File: src/design/pfa_pkg.sv
package pfa_pkg;

	// Command codes of the request channel.
	localparam int CMD_W = 3;
	localparam logic [CMD_W-1:0] CMD_ADD = 3'd0;
	localparam logic [CMD_W-1:0] CMD_SUB = 3'd1;
	localparam logic [CMD_W-1:0] CMD_MUL = 3'd2;
	localparam logic [CMD_W-1:0] CMD_DIV = 3'd3;
	localparam logic [CMD_W-1:0] CMD_POW = 3'd4;
	localparam logic [CMD_W-1:0] CMD_NEG = 3'd5;

	// Width of the signed exponent / second operand.
	localparam int OPB_W = 32;

	// Operations of the shared arithmetic unit.
	typedef enum logic [1:0] {
		UOP_ADDM = 2'd0,
		UOP_SUBM = 2'd1,
		UOP_DIVS = 2'd2
	} pfa_uop_t;

	// Control word from the sequencer to the arithmetic unit.
	typedef struct packed {
		pfa_uop_t op;
		logic     bit_in;
	} pfa_uctl_t;

endpackage

File: src/design/pfa_if.sv
// Request channel: command and two operands.
interface pfa_req_if #(
	parameter int VALUE_WIDTH = 31
);
	logic                            valid;
	logic                            ready;
	logic [pfa_pkg::CMD_W-1:0]       cmd;
	logic [VALUE_WIDTH-1:0]          operand_a;
	logic signed [pfa_pkg::OPB_W-1:0] operand_b;

	modport source(output valid, cmd, operand_a, operand_b, input ready);
	modport sink(input valid, cmd, operand_a, operand_b, output ready);
endinterface

// Response channel: residue, error and compare flags.
interface pfa_rsp_if #(
	parameter int VALUE_WIDTH = 31
);
	logic                   valid;
	logic                   ready;
	logic [VALUE_WIDTH-1:0] result;
	logic                   error;
	logic                   is_equal;
	logic                   is_less;

	modport source(output valid, result, error, is_equal, is_less, input ready);
	modport sink(input valid, result, error, is_equal, is_less, output ready);
endinterface

File: src/design/pfa_unit.sv
// Shared arithmetic unit: modular add, modular subtract, or one restoring
// shift-subtract step of a division.
module pfa_unit #(
	parameter int VALUE_WIDTH = 31
) (
	input  pfa_pkg::pfa_uctl_t      ctl,
	input  logic [VALUE_WIDTH-1:0]  x,
	input  logic [VALUE_WIDTH-1:0]  y,
	input  logic [VALUE_WIDTH-1:0]  m,
	output logic [VALUE_WIDTH-1:0]  res,
	output logic                    flag
);

	localparam int W = VALUE_WIDTH;

	logic [W:0] sum;
	logic [W:0] dif;
	logic [W:0] shl;
	logic [W:0] red;

	always_comb begin
		sum  = {1'b0, x} + {1'b0, y};
		dif  = {1'b0, x} - {1'b0, y};
		shl  = {x, ctl.bit_in};
		red  = '0;
		res  = '0;
		flag = 1'b0;
		unique case (ctl.op)
			pfa_pkg::UOP_ADDM: begin
				// Sum of two residues, folded back below m.
				red  = sum - {1'b0, m};
				flag = (sum >= {1'b0, m});
				res  = flag ? red[W-1:0] : sum[W-1:0];
			end
			pfa_pkg::UOP_SUBM: begin
				// Difference of two residues; add m back on borrow.
				red  = dif + {1'b0, m};
				flag = (x < y);
				res  = flag ? red[W-1:0] : dif[W-1:0];
			end
			pfa_pkg::UOP_DIVS: begin
				// Shift in the next dividend bit and subtract the divisor if it fits.
				red  = shl - {1'b0, m};
				flag = (shl >= {1'b0, m});
				res  = flag ? red[W-1:0] : shl[W-1:0];
			end
			default: begin
				res  = '0;
				flag = 1'b0;
			end
		endcase
	end

endmodule

File: src/design/prime_field_alu_core.sv
// Arithmetic unit over GF(p), with p held in the modulus register.
// A request on req carries cmd (add, sub, mul, div, pow, negate a), operand_a
// and the signed operand_b. The response on rsp carries the canonical residue,
// an error flag (division by zero, zero to a negative power, or no inverse)
// and the equal and less-than flags of reduced a against reduced b.
// The user must write the modulus via modulus_we / modulus_wdata only while
// the block is idle; the block does not enforce it. Reset loads 2147483647
// (truncated to VALUE_WIDTH) and empties rsp. All work runs through one
// shared add/subtract unit, one step per cycle: a and b are reduced mod p by
// restoring division and b is negated if negative; add, sub and negate then
// finish in the execute state, and mul runs a shift-and-add modular multiply.
// A power squares, and multiplies on a set bit, over all 32 bits of the
// magnitude of b; an inverse runs one Euclid round (a division, a multiply
// and an update) per quotient, at most about 1.44*W rounds.
// req.ready is high only while the sequencer is idle, one request at a time.
// The finished response sits in an output register; when rsp stalls, the
// sequencer waits until that register is free, and a new request may be
// taken while the previous response is still waiting.
module prime_field_alu_core #(
	parameter int VALUE_WIDTH = 31
) (
	input  logic                   clk,
	input  logic                   arst_n,
	input  logic                   modulus_we,
	input  logic [VALUE_WIDTH-1:0] modulus_wdata,
	pfa_req_if.sink                req,
	pfa_rsp_if.source              rsp
);

	localparam int W   = VALUE_WIDTH;
	localparam int BW  = pfa_pkg::OPB_W;
	localparam int DW  = (W > BW) ? W : BW;
	localparam int CW  = $clog2(DW);
	localparam int MCW = (W > 2) ? $clog2(W) : 1;
	localparam logic [W-1:0] MOD_RST = W'(64'd2147483647);

	typedef enum logic [14:0] {
		S_IDLE    = 15'b000000000000001,
		S_RED_A   = 15'b000000000000010,
		S_RED_B   = 15'b000000000000100,
		S_NEG_B   = 15'b000000000001000,
		S_EXEC    = 15'b000000000010000,
		S_MUL     = 15'b000000000100000,
		S_TAKE    = 15'b000000001000000,
		S_POW_SQ  = 15'b000000010000000,
		S_POW_SQD = 15'b000000100000000,
		S_POW_ML  = 15'b000001000000000,
		S_POW_NX  = 15'b000010000000000,
		S_INV_TST = 15'b000100000000000,
		S_INV_DIV = 15'b001000000000000,
		S_INV_UPD = 15'b010000000000000,
		S_DONE    = 15'b100000000000000
	} state_t;

	state_t state_q, state_d;
	state_t ret_q, ret_d;

	logic [W-1:0]            modulus_q;
	logic [W-1:0]            p;
	logic [W-1:0]            one_p;
	logic [pfa_pkg::CMD_W-1:0] cmd_q;
	logic                    bneg_q;
	logic [BW-1:0]           bmag_q;
	logic [BW-1:0]           bmag_in;
	logic [W-1:0]            a_q, b_q, rem_q;
	logic [DW-1:0]           dv_q;
	logic [CW-1:0]           cnt_q;
	logic [W-1:0]            mx_q, my_q, prod_q;
	logic [MCW-1:0]          mcnt_q;
	logic                    mph_q;
	logic [W-1:0]            pw_q;
	logic [W-1:0]            r0_q, r1_q, t0_q, t1_q, q_q;
	logic [W-1:0]            res_q;
	logic                    err_q;
	logic                    ovalid_q;
	logic [W-1:0]            ores_q;
	logic                    oerr_q, oeq_q, olt_q;
	logic                    req_take;
	logic                    out_load;
	logic                    mul_last;

	pfa_pkg::pfa_uctl_t      u_ctl;
	logic [W-1:0]            u_x, u_y, u_m, u_res;
	logic                    u_flag;

	// A zero modulus acts as one; 1 mod p is zero then.
	assign p     = (modulus_q == '0) ? W'(1) : modulus_q;
	assign one_p = (p == W'(1)) ? '0 : W'(1);

	assign bmag_in  = req.operand_b[BW-1] ? (~req.operand_b + BW'(1)) : req.operand_b;
	assign req.ready = (state_q == S_IDLE);
	assign req_take  = req.valid && (state_q == S_IDLE);
	assign out_load  = (state_q == S_DONE) && (!ovalid_q || rsp.ready);
	assign mul_last  = mph_q && (mcnt_q == '0);

	assign rsp.valid    = ovalid_q;
	assign rsp.result   = ores_q;
	assign rsp.error    = oerr_q;
	assign rsp.is_equal = oeq_q;
	assign rsp.is_less  = olt_q;

	// Operand selection for the shared unit.
	always_comb begin
		u_ctl.op     = pfa_pkg::UOP_ADDM;
		u_ctl.bit_in = dv_q[DW-1];
		u_x          = '0;
		u_y          = '0;
		u_m          = p;
		unique case (state_q)
			S_RED_A, S_RED_B: begin
				u_ctl.op = pfa_pkg::UOP_DIVS;
				u_x      = rem_q;
			end
			S_INV_DIV: begin
				u_ctl.op = pfa_pkg::UOP_DIVS;
				u_x      = rem_q;
				u_m      = r1_q;
			end
			S_NEG_B: begin
				u_ctl.op = pfa_pkg::UOP_SUBM;
				u_y      = rem_q;
			end
			S_EXEC: begin
				u_ctl.op = (cmd_q == pfa_pkg::CMD_ADD) ? pfa_pkg::UOP_ADDM
				                                       : pfa_pkg::UOP_SUBM;
				u_x      = (cmd_q == pfa_pkg::CMD_NEG) ? '0 : a_q;
				u_y      = (cmd_q == pfa_pkg::CMD_NEG) ? a_q : b_q;
			end
			S_MUL: begin
				// Double the accumulator, then add the multiplicand on a set bit.
				u_x = prod_q;
				u_y = mph_q ? (my_q[W-1] ? mx_q : '0) : prod_q;
			end
			S_INV_UPD: begin
				u_ctl.op = pfa_pkg::UOP_SUBM;
				u_x      = t0_q;
				u_y      = prod_q;
			end
			default: begin
				u_x = '0;
			end
		endcase
	end

	pfa_unit #(
		.VALUE_WIDTH(W)
	) u_unit (
		.ctl  (u_ctl),
		.x    (u_x),
		.y    (u_y),
		.m    (u_m),
		.res  (u_res),
		.flag (u_flag)
	);

	// Sequencer next state; multiply is a shared subroutine with a return state.
	always_comb begin
		state_d = state_q;
		ret_d   = ret_q;
		unique case (state_q)
			S_IDLE: begin
				if (req.valid) state_d = S_RED_A;
			end
			S_RED_A: begin
				if (cnt_q == '0) state_d = S_RED_B;
			end
			S_RED_B: begin
				if (cnt_q == '0) state_d = S_NEG_B;
			end
			S_NEG_B: begin
				state_d = S_EXEC;
			end
			S_EXEC: begin
				unique case (cmd_q)
					pfa_pkg::CMD_MUL: begin
						state_d = S_MUL;
						ret_d   = S_TAKE;
					end
					pfa_pkg::CMD_DIV: state_d = (b_q == '0) ? S_DONE : S_INV_TST;
					pfa_pkg::CMD_POW: state_d = S_POW_SQ;
					default:          state_d = S_DONE;
				endcase
			end
			S_MUL: begin
				if (mul_last) state_d = ret_q;
			end
			S_TAKE: begin
				state_d = S_DONE;
			end
			S_POW_SQ: begin
				state_d = S_MUL;
				ret_d   = S_POW_SQD;
			end
			S_POW_SQD: begin
				if (bmag_q[BW-1]) begin
					state_d = S_MUL;
					ret_d   = S_POW_ML;
				end else begin
					state_d = S_POW_NX;
				end
			end
			S_POW_ML: begin
				state_d = S_POW_NX;
			end
			S_POW_NX: begin
				if (cnt_q != '0) begin
					state_d = S_POW_SQ;
				end else if (bneg_q && (a_q != '0)) begin
					state_d = S_INV_TST;
				end else begin
					state_d = S_DONE;
				end
			end
			S_INV_TST: begin
				if (r1_q != '0) begin
					state_d = S_INV_DIV;
				end else if ((r0_q == W'(1)) && (cmd_q == pfa_pkg::CMD_DIV)) begin
					state_d = S_MUL;
					ret_d   = S_TAKE;
				end else begin
					state_d = S_DONE;
				end
			end
			S_INV_DIV: begin
				if (cnt_q == '0) begin
					state_d = S_MUL;
					ret_d   = S_INV_UPD;
				end
			end
			S_INV_UPD: begin
				state_d = S_INV_TST;
			end
			S_DONE: begin
				if (!ovalid_q || rsp.ready) state_d = S_IDLE;
			end
			default: begin
				state_d = S_IDLE;
			end
		endcase
	end

	// Control registers.
	always_ff @(posedge clk or negedge arst_n) begin
		if (!arst_n) begin
			state_q   <= S_IDLE;
			ret_q     <= S_IDLE;
			ovalid_q  <= 1'b0;
			modulus_q <= MOD_RST;
		end else begin
			state_q <= state_d;
			ret_q   <= ret_d;
			if (out_load) begin
				ovalid_q <= 1'b1;
			end else if (rsp.ready) begin
				ovalid_q <= 1'b0;
			end
			if (modulus_we) begin
				modulus_q <= modulus_wdata;
			end
		end
	end

	// Datapath registers.
	always_ff @(posedge clk) begin
		case (state_q)
			S_IDLE: begin
				if (req_take) begin
					cmd_q  <= req.cmd;
					bneg_q <= req.operand_b[BW-1];
					bmag_q <= bmag_in;
					rem_q  <= '0;
					dv_q   <= DW'(req.operand_a) << (DW - W);
					cnt_q  <= CW'(W - 1);
					err_q  <= 1'b0;
					res_q  <= '0;
				end
			end
			S_RED_A: begin
				if (cnt_q == '0) begin
					a_q   <= u_res;
					rem_q <= '0;
					dv_q  <= DW'(bmag_q) << (DW - BW);
					cnt_q <= CW'(BW - 1);
				end else begin
					rem_q <= u_res;
					dv_q  <= dv_q << 1;
					cnt_q <= cnt_q - CW'(1);
				end
			end
			S_RED_B: begin
				rem_q <= u_res;
				dv_q  <= dv_q << 1;
				cnt_q <= cnt_q - CW'(1);
			end
			S_NEG_B: begin
				b_q <= bneg_q ? u_res : rem_q;
			end
			S_EXEC: begin
				mx_q   <= a_q;
				my_q   <= b_q;
				prod_q <= '0;
				mcnt_q <= MCW'(W - 1);
				mph_q  <= 1'b0;
				r0_q   <= p;
				r1_q   <= b_q;
				t0_q   <= '0;
				t1_q   <= one_p;
				pw_q   <= one_p;
				cnt_q  <= CW'(BW - 1);
				if ((cmd_q == pfa_pkg::CMD_ADD) || (cmd_q == pfa_pkg::CMD_SUB) ||
				    (cmd_q == pfa_pkg::CMD_NEG)) begin
					res_q <= u_res;
				end
				if ((cmd_q == pfa_pkg::CMD_DIV) && (b_q == '0)) begin
					err_q <= 1'b1;
				end
			end
			S_MUL: begin
				prod_q <= u_res;
				mph_q  <= ~mph_q;
				if (mph_q) begin
					my_q   <= my_q << 1;
					mcnt_q <= mcnt_q - MCW'(1);
				end
			end
			S_TAKE: begin
				res_q <= prod_q;
			end
			S_POW_SQ: begin
				mx_q   <= pw_q;
				my_q   <= pw_q;
				prod_q <= '0;
				mcnt_q <= MCW'(W - 1);
				mph_q  <= 1'b0;
			end
			S_POW_SQD: begin
				pw_q   <= prod_q;
				mx_q   <= prod_q;
				my_q   <= a_q;
				prod_q <= '0;
				mcnt_q <= MCW'(W - 1);
				mph_q  <= 1'b0;
			end
			S_POW_ML: begin
				pw_q <= prod_q;
			end
			S_POW_NX: begin
				bmag_q <= bmag_q << 1;
				cnt_q  <= cnt_q - CW'(1);
				if (cnt_q == '0) begin
					if (bneg_q) begin
						err_q <= (a_q == '0);
						r0_q  <= p;
						r1_q  <= pw_q;
						t0_q  <= '0;
						t1_q  <= one_p;
					end else begin
						res_q <= pw_q;
					end
				end
			end
			S_INV_TST: begin
				if (r1_q != '0) begin
					// Next Euclid round: divide r0 by r1.
					rem_q <= '0;
					dv_q  <= DW'(r0_q) << (DW - W);
					q_q   <= '0;
					cnt_q <= CW'(W - 1);
				end else if (r0_q != W'(1)) begin
					err_q <= 1'b1;
				end else if (cmd_q == pfa_pkg::CMD_DIV) begin
					mx_q   <= a_q;
					my_q   <= t0_q;
					prod_q <= '0;
					mcnt_q <= MCW'(W - 1);
					mph_q  <= 1'b0;
				end else begin
					res_q <= t0_q;
				end
			end
			S_INV_DIV: begin
				rem_q <= u_res;
				dv_q  <= dv_q << 1;
				q_q   <= {q_q[W-2:0], u_flag};
				cnt_q <= cnt_q - CW'(1);
				if (cnt_q == '0) begin
					// Quotient times t1, reduced mod p by the multiply itself.
					mx_q   <= t1_q;
					my_q   <= {q_q[W-2:0], u_flag};
					prod_q <= '0;
					mcnt_q <= MCW'(W - 1);
					mph_q  <= 1'b0;
				end
			end
			S_INV_UPD: begin
				t1_q <= u_res;
				t0_q <= t1_q;
				r0_q <= r1_q;
				r1_q <= rem_q;
			end
			S_DONE: begin
				if (out_load) begin
					ores_q <= err_q ? '0 : res_q;
					oerr_q <= err_q;
					oeq_q  <= (a_q == b_q);
					olt_q  <= (a_q < b_q);
				end
			end
			default: begin
				res_q <= res_q;
			end
		endcase
	end

endmodule
File: src/flat_wrapper.sv
// flat-port wrapper written by rule: the top's interface ports become plain ports
module prime_field_alu_core_flat 
#(
	parameter int VALUE_WIDTH = 31
)
  (clk, arst_n, modulus_we, modulus_wdata, req_valid, req_cmd, req_operand_a, req_operand_b, req_ready, rsp_valid, rsp_result, rsp_error, rsp_is_equal, rsp_is_less, rsp_ready);
  pfa_req_if #(.VALUE_WIDTH(VALUE_WIDTH)) req_i ();
  pfa_rsp_if #(.VALUE_WIDTH(VALUE_WIDTH)) rsp_i ();
  input  logic clk;
  input  logic arst_n;
  input  logic modulus_we;
  input  logic [VALUE_WIDTH-1:0] modulus_wdata;
  input wire logic [$bits(req_i.valid)-1:0] req_valid;
  input wire logic [$bits(req_i.cmd)-1:0] req_cmd;
  input wire logic [$bits(req_i.operand_a)-1:0] req_operand_a;
  input wire logic [$bits(req_i.operand_b)-1:0] req_operand_b;
  output wire logic [$bits(req_i.ready)-1:0] req_ready;
  output wire logic [$bits(rsp_i.valid)-1:0] rsp_valid;
  output wire logic [$bits(rsp_i.result)-1:0] rsp_result;
  output wire logic [$bits(rsp_i.error)-1:0] rsp_error;
  output wire logic [$bits(rsp_i.is_equal)-1:0] rsp_is_equal;
  output wire logic [$bits(rsp_i.is_less)-1:0] rsp_is_less;
  input wire logic [$bits(rsp_i.ready)-1:0] rsp_ready;
  assign req_i.valid = req_valid;
  assign req_i.cmd = req_cmd;
  assign req_i.operand_a = req_operand_a;
  assign req_i.operand_b = req_operand_b;
  assign req_ready = req_i.ready;
  assign rsp_valid = rsp_i.valid;
  assign rsp_result = rsp_i.result;
  assign rsp_error = rsp_i.error;
  assign rsp_is_equal = rsp_i.is_equal;
  assign rsp_is_less = rsp_i.is_less;
  assign rsp_i.ready = rsp_ready;
  prime_field_alu_core #(.VALUE_WIDTH(VALUE_WIDTH)) u_core (.clk(clk), .arst_n(arst_n), .modulus_we(modulus_we), .modulus_wdata(modulus_wdata), .req(req_i), .rsp(rsp_i));
endmodule
File: config.mk
export PLATFORM = sky130hd
export DESIGN_NAME = prime_field_alu_core_flat
export DESIGN_NICKNAME = d
export VERILOG_FILES = /design/src/design/pfa_pkg.sv /design/src/design/pfa_if.sv /design/src/design/pfa_unit.sv /design/src/design/prime_field_alu_core.sv /design/src/flat_wrapper.sv
export SDC_FILE = /design/constraint.sdc
export NUM_CORES = 2
export LEC_CHECK = 0
export ABC_CLOCK_PERIOD_IN_PS = 10900
export BUFFER_PORTS_ARGS = -buffer_cell sky130_fd_sc_hd__buf_2
export CORE_MARGIN = 8
export CORE_UTILIZATION = 30
export CTS_CLUSTER_SIZE = 28
export DETAILED_ROUTE_END_ITERATION = 8
export HOLD_SLACK_MARGIN = 0.02
export SYNTH_ARGS = -nofsm -noshare
export SYNTH_HDL_FRONTEND = slang
export SYNTH_SLANG_ARGS = --single-unit
File: constraint.sdc
create_clock -name clk -period 10.9 [get_ports clk]
set_input_delay 1.09 -clock clk [delete_from_list [all_inputs] [get_ports clk]]
set_output_delay 1.09 -clock clk [all_outputs]
set_load 0.01 [all_outputs]
==> Word level (Yosys, flattened, before mapping) <==
Cells that the tools add are included.
{ "op_classes": {"addsub": 8, "magnitude_cmp": 4, "n_eq_ne": 48, "muxes": 109, "bitwise_logic": 2, "n_reduce_logical": 54} }
{ "op_table": {"columns": ["op", "count"], "rows": [
  ["$mux 31", 40],
  ["$pmux 31 s4", 4],
  ["$pmux 31 s3", 5],
  ["$pmux 31 s5", 2],
  ["$mux 15", 16],
  ["$pmux 15 s15", 1],
  ["$pmux 31 s6", 1],
  ["$mux 32", 5],
  ["$pmux 32 s4", 1],
  ["$logic_not 31->1", 3],
  ["$sub 31x31->31", 3],
  ["$pmux 15 s5", 1],
  ["$ge 32x31->1", 2],
  ["$pmux 32 s2", 1],
  ["$eq 31x1->1 const B", 2],
  ["$lt 31x31->1", 2],
  ["$pmux 31 s2", 1],
  ["$reduce_bool 31->1", 2],
  ["$pmux 30 s2", 1],
  ["$pmux 15 s3", 1],
  ["$mux 5", 8],
  ["$add 31x31->32", 1],
  ["$add 32x2->32 const B", 1],
  ["$not 32->32", 1],
  ["53 further kinds", 120]
]} }
{ "totals": {"ff_bits": 578, "inputBits": 102, "out_inout_bits": 36, "wordCells": 254} }

==> Depth between registers and ports, before layout <==
{ "depth": {"depth_word": 9, "ltp_mapped": 35} }

==> By module <==
From an unflattened synthesis, not the netlist that was laid out.
{ "unflattened": {"hier_cells": 3915, "hier_area_um2": 37996.4} }
{ "by_module_without_submodules": {"columns": ["mod", "n_inst", "cells_each", "area_per_inst_um2", "seq_area_each_um2"], "rows": [
  ["prime_field_alu_core", 1, 2460, 28212.1, 16837.4],
  ["pfa_unit", 1, 1455, 9784.4, 0.0]
]} }

==> Least setup slack after synthesis <==
OpenSTA, ideal clock, no wires.
{ "synth_timing": {"path_kind": "flip-flop to flip-flop", "startpoint": "register u_core.state_q[3]", "endpoint": "register u_core.r0_q[0] (enable)", "setup_ns": 0.648, "arrival_ns": 8.290, "t_required_ns": 10.252, "path_slack_ns": 1.962, "path_stages_with_launch": 9, "path_cell_list": "dfrtp_1 > or4_1 > nor3_1 > nor2b_1 > and2_0 > clkbuf_1 > clkbuf_1 > nor2_1 > a21oi_1"} }
{ "synth_between": {"elab_chain_len": 3, "word_cells_on_any_way": 7} }
{ "synth_rtl": {"columns": ["element", "line_no", "text"], "rows": [
  ["from (decl)", "prime_field_alu_core.sv:55", "state_t state_q, state_d;"],
  ["from (signal assigned)", "prime_field_alu_core.sv:250", "state_q <= state_d;"],
  ["$eq 15x11->1, or another cell as far along", "prime_field_alu_core.sv:265", "case (state_q)"],
  ["$ne 2x1->1 (no source line) or $reduce_bool 3->1 (tied branches)", null, null],
  ["$reduce_and 3->1 (no source line) (*)", null, null],
  ["to (signal assigned)", "prime_field_alu_core.sv:304", "r0_q <= p;"],
  ["to (signal assigned)", "prime_field_alu_core.sv:353", "r0_q <= p;"],
  ["to (signal assigned)", "prime_field_alu_core.sv:398", "r0_q <= r1_q;"],
  ["to (decl)", "prime_field_alu_core.sv:72", "logic [W-1:0] r0_q, r1_q, t0_q, t1_q, q_q;"]
]} }
Mark *: on every way between the ends. The rest lies on a longest branch, timed or not.
A chain may end at the register's enable or synchronous reset.

==> Final worst setup path <==
{ "layout_timing": {"startpoint": "register u_core.state_q[12]", "endpoint": "register u_core.b_q[3] (data pin)"} }
{ "layout_between": {"elab_chain_len": 8, "word_cells_on_any_way": 29} }
{ "layout_rtl": {"columns": ["element", "line_no", "text"], "rows": [
  ["$eq 15x3->1, or another cell as far along", "prime_field_alu_core.sv:109", "unique case (state_q)"],
  ["$reduce_or 3->1 (no source line)", null, null],
  ["$pmux 31 s4", "prime_field_alu_core.sv:109", null],
  ["$sub 31x31->31 or $add 31x31->32 (tied branches)", "pfa_unit.sv:23, pfa_unit.sv:22", null],
  ["$add 31x31->31, or another cell as far along", "pfa_unit.sv:37", "red = dif + {1'b0, m};"],
  ["$mux 31 (on tied branches)", "pfa_unit.sv:39, pfa_unit.sv:33", null],
  ["$pmux 31 s3 (*)", "pfa_unit.sv:28", "unique case (ctl.op)"],
  ["$mux 31 (*)", "prime_field_alu_core.sv:296", "b_q <= bneg_q ? u_res : rem_q;"],
  ["to (signal assigned)", "prime_field_alu_core.sv:296", null],
  ["to (decl)", "prime_field_alu_core.sv:65", "logic [W-1:0] a_q, b_q, rem_q;"]
]} }
Marked as above.

==> summary.txt <==
Worst VDD drop: 215 uV
Unique masters post-synth: 89
Root Buffer: clkbuf_16
Hold Crit Class: flip-flop to flip-flop
Post-synth top area share: 41.9%
Vias: 33000
Synthesized flop and latch total: 568
# resized after CTS: 0
Post-Route Setup TNS: 0 ns
DR iter-0 viols: 5170
Routed wire per std cell: 27.3 um
EDFF count, synth: 516
Worst Reg-to-Reg Cells: 27
Chip Height: 367 um
Yosys warns: 0
Grt ovf: 0
Worst Hold Path Cells: 2
Min-delay src: u_core.ret_q[6]
Reg-to-Reg Start: u_core.state_q[12]
Critical Path Slowest Stage Cell: o31ai_1
Clk slew on worst S/H paths: 0.07 ns
Crit path time final: 10.21 ns
Cells after synthesis: 3877
R2r endpoint: u_core.b_q[3]
Pwr dens: 236 mW/mm2
Die width: 367 um
Detail Route Antenna Nets: 0
CP max stage delay: 0.80 ns
Net Count, Synth: 4174
Pin count of the biggest net entering global routing: 78
Worst Skew: 0.0348 ns
Drt total wl: 153 mm
Initial antenna violation count: 5
Peak Freq: 0.0979 GHz
Max-cap check violation count: 0
CTS buffer count: 66
Die ar.: 0.135 mm2
Final hold violations: 0
PortBufs: 137
Worst Hold Slack: 0.468 ns
Final Instance Area: 0.0418 mm2
Setup bufs post-CTS: 0
IO Pins: 138
Area growth syn-to-layout: 13.1%
Worst Path Max Fanout: 21
Unrepaired setup endpoints after global routing: false
Clock Tree Buf Depth: 3
DP Area: 0.0396 mm2
Global-route wire length before repair: 220 mm
Slew Viols, Final: 0
Clock Latency Late Sink: 0.64 ns
Kind of critical path: flip-flop to flip-flop
Share of flip-flops with an asynchronous set or reset: 9.15%
Outcome: finished, violations left
WHS Endpoint: u_core.ret_q[6]
Nets: 4231
Worst-margin pin slew: 1.39 ns
Fin crit share: 93.7%
Vias in the first global route: 30900
Violated checks: DRC
Share of layout cells above drive strength 1: 11.3%
Crit path launch type: flip-flop
Vias per cell: 5.87
R2R setup slack: 0.69 ns
TritonCTS clock tree: done
Num Clock Sinks: 568
Post-synthesis sequential area ratio: 45.6%
Worst setup EP type: flip-flop
Worst EP arrival: 10.55 ns
CTS Hold Buffers Added: 0
# rows: 128
Fillers: 12500
Synthesized area: 0.0370 mm2
Final HPWL DP: 111 mm
1st-pass router iterations: 9
DRC viols: 4
Final GP Congestion: 0.989
Ys flop type: edfxtp_1
Core area: 0.122 mm2
Area contributors post-synth: edfxtp_1 (42%), ha_1 (6.4%), nand2_1 (5.8%)
Req. time, crit path: 11.24 ns
Htree depth: 3
Mean Syn Cell Area: 9.53 um2
GRT Total Usage: 21.6%
Total power: 9.86 mW
Lkg Pwr: 17.0 nW
Biggest area consumer among synthesized cells: edfxtp_1
Setup violators final: 0
Slew headroom: 4.76%
Initial Util: 30.3%
## cell usage after synthesis, types with 56 or more instances
cell      number
edfxtp_1     516
clkbuf_1     176
nor2b_1       56
xor2_1        70
a221oi_1      68
o21ai_0      216
and3_1        74
xnor2_1       99
a22oi_1       60
a222oi_1     112
mux2i_1       77
ha_1         190
a21o_1        64
a21oi_1      320
nand2_1      573
inv_1        187
nor2_1       342
## cell type report
type	instances	area (um2)	share of cell area [%]
sequential	568	16800	40.3
multi-input combinational	2896	18800	44.8
antenna	4	10.0	0.0239
tap	1625	2030	4.86
clock inverter	38	412	0.985
timing repair buffer	215	1300	3.10
clock buffer	83	1770	4.23
inverter	187	702	1.68
## cells by family after synthesis
group / count (synthesis) / synth area share, %
and+or+nand+nor: 1354 / 16.8
AOI/OAI and AO/OA: 1060 / 19.3
DFF: 568 / 45.6
buffers and inverters: 413 / 4.28
adders and majority gates: 195 / 6.70
xor gates and xnor gates: 169 / 4.00
muxes: 118 / 3.33
## worst max path at each step
stage                       startpoint               end  slack [ns]
global route        u_core.state_q[12]    u_core.b_q[18]        0.39
finish              u_core.state_q[12]     u_core.b_q[3]        0.69
floorplan            u_core.state_q[3]    u_core.r0_q[0]        1.96
global placement     u_core.state_q[9]    u_core.b_q[18]        1.41
detailed placement  u_core.state_q[12]  u_core.res_q[10]        1.21
CTS                 u_core.state_q[12]     u_core.b_q[3]        1.19
## flip-flops by register name (all words and copies together) (netlist names), 30 cells and up
signal / count
u_core.r1_q: 31
u_core.a_q: 31
u_core.bmag_q: 32
u_core.dv_q: 32
u_core.rsp.result: 31
u_core.t1_q: 31
u_core.prod_q: 31
u_core.b_q: 31
u_core.pw_q: 31
u_core.rem_q: 31
u_core.mx_q: 31
u_core.q_q: 30
u_core.t0_q: 31
u_core.modulus_q: 31
u_core.res_q: 31
u_core.my_q: 31
u_core.r0_q: 31
## layer usage
layer / GRT usage, % / share of wire (%)
met1: 30.4 / 42
met2: 32.0 / 42
met3: 4.18 / 10
met4: 9.74 / 5.5
met5: 0 / 0.022
## where the power goes
group          total, mW  leakage [nW]  switching [mW]  internal [mW]
registers           2.91          5.59           0.178           2.73
logic               4.66          10.4            3.02           1.64
clock network       2.28          1.06           0.957           1.33
## critical path, delay by kind of cell (launching register included)
kind,cells,cell delay (ns)
buffers and inverters,1,0.46
XOR/XNOR,1,0.10
flip-flops,1,0.42
AO/OA/AOI/OAI,10,4.18
adder cells (fa/ha/maj),2,0.92
multiplexers,1,0.28
AND/OR/NAND/NOR,12,3.48
## stage by stage
stage                     setup WS (ns)  instances  utilization, %
after floorplan                    1.96       3877               -
after global placement             1.41       5491            32.5
after detailed placement           1.21       5491            32.5
after CTS                          1.19       5612            34.3
after global routing              0.391       5612            34.3
final                             0.686       5616            34.3
## placed cells by master (no fill, tap or decap), drive strengths merged, types with 11 or more instances in the layout
master  synthesis  layout
and2           54      54
nand2         573     573
a21oi         320     320
o21a           19      19
o22ai          16      16
o211ai         11      11
a211oi         19      19
mux2           41      41
a22oi          60      60
buf            50     215
clkinv          0      23
o31ai          23      23
clkbuf        176      83
or4            15      15
o41ai          11      11
nand4          39      39
nor3           38      38
dfstp          33      33
and3           74      74
nor2          342     342
a222oi        112     112
edfxtp        516     516
a221oi         69      69
nand3          35      35
nor3b          13      13
inv           187     193
nand2b         21      21
a21o           64      64
o21bai         25      25
nor4           54      54
ha            190     190
dfrtp          19      19
mux2i          77      77
nor2b          56      56
a31oi          14      14
o21ai         222     222
xor2           70      70
xnor2          99      99
Power figures use the tool's default switching activity.
